[config.mk]
export PLATFORM = sky130hd
export DESIGN_NAME = scfl_class_dec
export DESIGN_NICKNAME = d
export VERILOG_FILES = /design/src/hdl/scfl_pkg.sv /design/src/hdl/scfl_class_dec.sv
export SDC_FILE = /design/constraint.sdc
export NUM_CORES = 1
export LEC_CHECK = 0
export ABC_CLOCK_PERIOD_IN_PS = 5900
export BUFFER_PORTS_ARGS = -buffer_cell sky130_fd_sc_hd__buf_2
export CAP_MARGIN = 40
export CORE_MARGIN = 8
export CORE_UTILIZATION = 45
export DETAILED_ROUTE_END_ITERATION = 8
export PLACE_DENSITY = 0.84
export SYNTH_ARGS = -nofsm -noshare
export SYNTH_HDL_FRONTEND = slang
export SYNTH_SLANG_ARGS = --single-unit
[constraint.sdc]
create_clock -name vclk -period 5.9
set_input_delay 0.59 -clock vclk [all_inputs]
set_output_delay 0.59 -clock vclk [all_outputs]
set_load 0.05 [all_outputs]
[src/hdl/scfl_pkg.sv]
// Package with the types, codes and constants of the size-class allocator.
`timescale 1ns / 1ps
package scfl_pkg;

   localparam int CMD_W   = 2;
   localparam int SIZE_W  = 16;
   localparam int ADDR_W  = 32;
   localparam int CNT_W   = 32;
   localparam int CLASS_W = 3;
   localparam int ROUND_W = 13;
   localparam int STAT_W  = 3;

   localparam int MIN_CLASS_BYTES = 32;
   localparam int MAX_CLASSES     = 8;

   localparam int DEF_LIST_DEPTH   = 256;
   localparam int DEF_HEADER_BYTES = 16;
   localparam int DEF_NUM_CLASSES  = 8;

   localparam logic [CMD_W-1:0] CMD_ALLOC = 2'd0;
   localparam logic [CMD_W-1:0] CMD_FREE  = 2'd1;
   localparam logic [CMD_W-1:0] CMD_NOTE  = 2'd2;
   localparam logic [CMD_W-1:0] CMD_STATS = 2'd3;

   localparam logic [STAT_W-1:0] ST_REUSED    = 3'd0;
   localparam logic [STAT_W-1:0] ST_FRESH     = 3'd1;
   localparam logic [STAT_W-1:0] ST_LARGE     = 3'd2;
   localparam logic [STAT_W-1:0] ST_FREED     = 3'd3;
   localparam logic [STAT_W-1:0] ST_FREE_PASS = 3'd4;
   localparam logic [STAT_W-1:0] ST_BAD_SIZE  = 3'd5;
   localparam logic [STAT_W-1:0] ST_LIST_FULL = 3'd6;
   localparam logic [STAT_W-1:0] ST_STATS     = 3'd7;

   typedef struct packed {
      logic               alloc_hit;
      logic [CLASS_W-1:0] alloc_class;
      logic               free_hit;
      logic [CLASS_W-1:0] free_class;
   } class_dec_type;

   // Block size in bytes of a class.
   function automatic logic [ROUND_W-1:0] class_bytes(input logic [CLASS_W-1:0] c);
      logic [ROUND_W-1:0] base;
      base = ROUND_W'(MIN_CLASS_BYTES);
      return base << c;
   endfunction

endpackage

[src/hdl/scfl_class_dec.sv]
// Size-to-class decoder for alloc requests and free headers.
`timescale 1ns / 1ps
module scfl_class_dec import scfl_pkg::*; #(
   parameter int NUM_CLASSES  = DEF_NUM_CLASSES,
   parameter int HEADER_BYTES = DEF_HEADER_BYTES
) (
   input  logic [SIZE_W-1:0] alloc_bytes,
   input  logic [SIZE_W-1:0] header_block_size,
   output class_dec_type     dec
);

   logic [SIZE_W:0] total;

   assign total = {1'b0, alloc_bytes} + (SIZE_W + 1)'(HEADER_BYTES);

   // Walk from the largest class down so the smallest match wins.
   always_comb begin
      dec = '0;
      for (int c = NUM_CLASSES - 1; c >= 0; c--) begin
         if (total <= (SIZE_W + 1)'(class_bytes(CLASS_W'(c)))) begin
            dec.alloc_hit   = 1'b1;
            dec.alloc_class = CLASS_W'(c);
         end
         if (header_block_size == SIZE_W'(class_bytes(CLASS_W'(c)))) begin
            dec.free_hit   = 1'b1;
            dec.free_class = CLASS_W'(c);
         end
      end
   end

endmodule

==> flow_summary.json, run 1 <==
{
  "grt_first_pass_wirelength_microns": 4900,
  "clkbuf_count": 0,
  "finalCritPeriodShare": 0.599,
  "synth_area_sq_um": 961,
  "final_common_cell": "buf_2",
  "seqPwrFrac": 0,
  "hp-class": "in -> out",
  "vias_per_cell": 6.19,
  "crit_arrival_ns": 2.94,
  "powerDensity_nw_per_um2": 56.2,
  "synth_cell_type_count": 56,
  "cts_resized": 0,
  "postSynthAreaPerCell_sq_um": 7.28,
  "setup-tns-final_ns": 0,
  "grt_start_max_net_pins": 16,
  "drive_above_1_share": 0.360,
  "max-cap-violations": 0,
  "port-buffer-count": 40,
  "maxSlewViolCount": 0,
  "insertedDiodeCount": 0,
  "path_class": "in -> out",
  "wl_microns": 2940,
  "initial_utilization": 0.485,
  "drt_iter0_markers": 62,
  "finalSetupViolations": 0,
  "syn_nets": 166,
  "drc_errors": 0,
  "die_h_microns": 62.2,
  "worstMarginPinSlew_ns": 0.497,
  "fin_ws_ns": 2.37,
  "switching_share": 0.612,
  "relSlewSlack": 0.669,
  "pwr-share-clk": 0,
  "status": "finished, final reports clean",
  "grt_overflow_total": 0,
  "core_area_sq_um": 1980,
  "ys_seq_area_frac": 0,
  "ys.warnings.count": 0,
  "die_x_microns": 62.2,
  "final_antenna_net_count": 0,
  "gp_congestion": 0.941,
  "layout.cells.most_common_list": "40 x buf_2, 11 x nor2_1, 10 x nand2_1",
  "fmax_mhz": 283,
  "crit_required_ns": 5.31,
  "seq_cells": 0,
  "grt_usage": 0.138,
  "regArea_sq_um": 0,
  "grt_setup_unrepaired": "false",
  "io_pins": 40,
  "antenna_found_initial": 0,
  "ctsHoldBuffers": 0,
  "max-vdd-ir-drop_uv": 24.0,
  "power_switching_w": 0.0000387,
  "dp_hpwl_microns": 2450,
  "cts_post_setup_buffers_inserted": 0,
  "hold_viol_final": 0,
  "nets": 200,
  "dieArea_sq_um": 3870,
  "dpl_worst_slack_ns": 2.39,
  "grt_pass1_vias": 1196,
  "finalCriticalPeriod_ns": 3.53,
  "startpoint_type": "primary input",
  "p_total_w": 0.0000633,
  "vias": 1182,
  "postSynthCellCount": 132,
  "p_comb_frac": 1.000,
  "p_leak_nw": 0.453,
  "end_kind": "output port",
  "firstDrtPassIters": 4,
  "area_growth_pct": 17.3,
  "power.internal_w": 0.0000246,
  "timing.critical_path.fanout_max": 13,
  "std_cell_rows": 16,
  "wl_per_cell_microns": 15.4
}
-- power groups by stage --
| stage | registers, W | logic [W] | clock network, W |
|---|---|---|---|
| final | 0 | 0.0000633 | 0 |
| after CTS | 0 | 0.0000627 | 0 |
| after floorplan | 0 | 0.0000416 | 0 |
| after global placement | 0 | 0.0000601 | 0 |
| after global routing | 0 | 0.0000689 | 0 |
| after detailed placement | 0 | 0.0000625 | 0 |
-- path summary, 6_finish.rpt --
check,startpoint,to,slack (ns),depth (start not counted)
max,alloc_bytes[4],dec[4],2.37,9
min,header_block_size[5],dec[1],1.58,3
-- critical path, stage by stage --
cell and delay [ns]:
buf_2 0.20, ha_1 0.51, and3_1 0.23, o21ai_1 0.06
o31ai_1 0.38, o2111ai_1 0.21, a41o_1 0.26, o22ai_1 0.19
buf_2 0.30
-- cell usage after synthesis (2+ instances only) --
library cell,instances,area share
nor2b_1,2,0.013
nand2b_1,3,0.020
o31ai_1,2,0.016
buf_6,4,0.047
and2_1,2,0.013
nor4_1,2,0.013
nand3_1,8,0.042
o21ai_0,4,0.021
mux2i_1,4,0.042
o21ai_1,3,0.016
a21oi_1,6,0.031
buf_2,3,0.016
nor3_1,4,0.021
xnor2_1,8,0.073
nand4_2,2,0.026
o22ai_1,3,0.020
nor3_2,2,0.021
nand2_1,10,0.039
xor2_1,3,0.027
nand4_1,3,0.020
inv_1,2,0.0078
ha_1,2,0.026
or3_1,3,0.020
o32ai_1,2,0.018
nor2_1,11,0.043
or4_1,4,0.031
-- layout make-up --
cell class	count	area (sq um)
Inverter	2	7.51
Tap cell	27	33.8
Fill cell	194	855
Multi-Input combinational cell	122	886
Timing Repair Buffer	40	200
-- kinds of logic (layout without fill, tap and decap cells) --
| kind of cell | count (synthesis) | after routing | share of synthesized area |
|---|---|---|---|
| XOR/XNOR | 11 | 11 | 0.100 |
| adder cells (fa/ha/maj) | 2 | 2 | 0.0260 |
| multiplexers | 4 | 4 | 0.0417 |
| AO/OA/AOI/OAI | 39 | 39 | 0.327 |
| buffers and inverters | 10 | 42 | 0.0781 |
| AND/OR/NAND/NOR | 66 | 66 | 0.427 |
-- metal layers --
metal	track usage	wire (microns)
met5	0	0
met1	0.155	1260
met4	0.0117	22
met2	0.270	1500
met3	0.0179	159
-- metrics by stage --
stage	instances	hold WS, ns	utilization	area, sq um
floorplan	132	1.48	-	961
global placement	191	1.57	0.569	1130
detailed placement	191	1.58	0.569	1130
CTS	191	1.59	0.569	1130
global route	191	1.61	0.569	1130
finish	191	1.58	0.569	1130
Note: power is estimated with default switching activity, not from simulation.
==> run 2: changes to the inputs <==
--- a/config.mk
+++ b/config.mk
@@ -5,7 +5,7 @@
 export SDC_FILE = /design/constraint.sdc
 export NUM_CORES = 1
 export LEC_CHECK = 0
-export ABC_CLOCK_PERIOD_IN_PS = 5900
+export ABC_CLOCK_PERIOD_IN_PS = 3630
 export BUFFER_PORTS_ARGS = -buffer_cell sky130_fd_sc_hd__buf_2
 export CAP_MARGIN = 40
 export CORE_MARGIN = 8
==> constraint.sdc (replaced) <==
create_clock -name vclk -period 3.63
set_input_delay 0.363 -clock vclk [all_inputs]
set_output_delay 0.363 -clock vclk [all_outputs]
set_load 0.05 [all_outputs]
==> run 2 against run 1 <==
Net effect:
- core utilization did not move
- die area did not move
- flip-flop and latch count did not move
- global-route usage rose by 0.15 points
- combinational power rose by 64%
- critical path depth did not move
- wire length fell by 0.17%
- clock-buffer cell count did not move
==> flow_summary.json, run 2 (synthesized netlist as in run 1, its figures left out) <==
{
  "maxSlewViolCount": 0,
  "drt_iter0_markers": 45,
  "crit_arrival_ns": 2.72,
  "startpoint_type": "primary input",
  "drive_above_1_share": 0.360,
  "die_h_microns": 62.2,
  "seq_cells": 0,
  "ctsHoldBuffers": 0,
  "vias_per_cell": 6.14,
  "cp_common_cell": "buf_2",
  "finalCriticalPeriod_ns": 3.09,
  "finalInstanceArea_sq_um": 1130,
  "dp_hpwl_microns": 2440,
  "wl_microns": 2940,
  "holdWs_ns": 1.13,
  "max-vdd-ir-drop_uv": 40.7,
  "max-cap-violations": 0,
  "grt_overflow_total": 0,
  "crit_required_ns": 3.27,
  "gp_congestion": 0.941,
  "insertedDiodeCount": 0,
  "relSlewSlack": 0.667,
  "p_leak_nw": 0.453,
  "hold_viol_final": 0,
  "finalCritPeriodShare": 0.850,
  "grt_first_pass_wirelength_microns": 4970,
  "io_pins": 40,
  "end_kind": "output port",
  "setup-tns-final_ns": 0,
  "grt_setup_unrepaired": "false",
  "core_area_sq_um": 1980,
  "final_common_cell": "buf_2",
  "finalSetupViolations": 0,
  "dpl_worst_slack_ns": 0.565,
  "wl_per_cell_microns": 15.4,
  "path_class": "in -> out",
  "dieArea_sq_um": 3870,
  "grt_usage": 0.139,
  "critPathMaxStageDelay_ns": 0.51,
  "p_total_w": 0.000104,
  "status": "finished, final reports clean",
  "firstDrtPassIters": 4,
  "fin_ws_ns": 0.543,
  "timing.critical_path.fanout_max": 13,
  "drc_errors": 0,
  "vias": 1172,
  "grt_pass1_vias": 1167,
  "area_growth_pct": 17.3,
  "fmax_mhz": 324,
  "worst_path_max_delay_cell": "ha_1",
  "grt_start_max_net_pins": 16,
  "hp-class": "in -> out",
  "layout.cells.most_common_list": "40 x buf_2, 11 x nor2_1, 10 x nand2_1",
  "final_antenna_net_count": 0,
  "powerDensity_nw_per_um2": 91.8,
  "port-buffer-count": 40,
  "nets": 200,
  "die_x_microns": 62.2,
  "cts_post_setup_buffers_inserted": 0,
  "clkbuf_count": 0,
  "cp_cell_sequence": "buf_2, ha_1, and3_1, o21ai_1, o31ai_1, o2111ai_1, a41o_1, o22ai_1, buf_2",
  "antenna_found_initial": 0,
  "std_cell_rows": 16,
  "cts_resized": 0,
  "placed_area_sq_um": 1130,
  "worstMarginPinSlew_ns": 0.500,
  "initial_utilization": 0.485,
  "regArea_sq_um": 0
}
## run 2: cell counts in the layout (fill, tap and decap cells not counted)
Identical to the previous run, type by type.
## run 2: worst paths after layout
check	startpoint	to	slack, ns	depth (start not counted)
worst min-delay path	header_block_size[5]	dec[1]	1.13	3
worst max-delay path	alloc_bytes[4]	dec[4]	0.54	9
## run 2: power breakdown
| part | switching, W | internal, W | total, W |
|---|---|---|---|
| combinational | 0.0000635 | 0.0000400 | 0.000104 |
| sequential | 0 | 0 | 0 |
| clock | 0 | 0 | 0 |
## run 2: worst max-delay path, delay by kind of cell
| family | cells | cell delay (ns) |
|---|---|---|
| buffers and inverters | 2 | 0.49 |
| AOI/OAI and AO/OA | 5 | 1.13 |
| adders and majority gates | 1 | 0.51 |
| and+or+nand+nor | 1 | 0.23 |
## run 2: stage by stage
step	instances	utilization
global placement	191	0.569
CTS	191	0.569
finish	191	0.569
global route	191	0.569
floorplan	132	-
detailed placement	191	0.569
## run 2: final cells by class
| cell class | count | area, sq um |
|---|---|---|
| Multi-Input combinational cell | 122 | 886 |
| Inverter | 2 | 7.51 |
| Tap cell | 27 | 33.8 |
| Fill cell | 192 | 855 |
| Timing Repair Buffer | 40 | 200 |
## run 2: routing by layer
layer	up-vias	global-route usage	wire [microns]
li1	583	-	-
met1	544	0.164	1310
met2	45	0.269	1490
met3	0	0.0161	127
met4	0	0.00583	0
met5	-	0	0
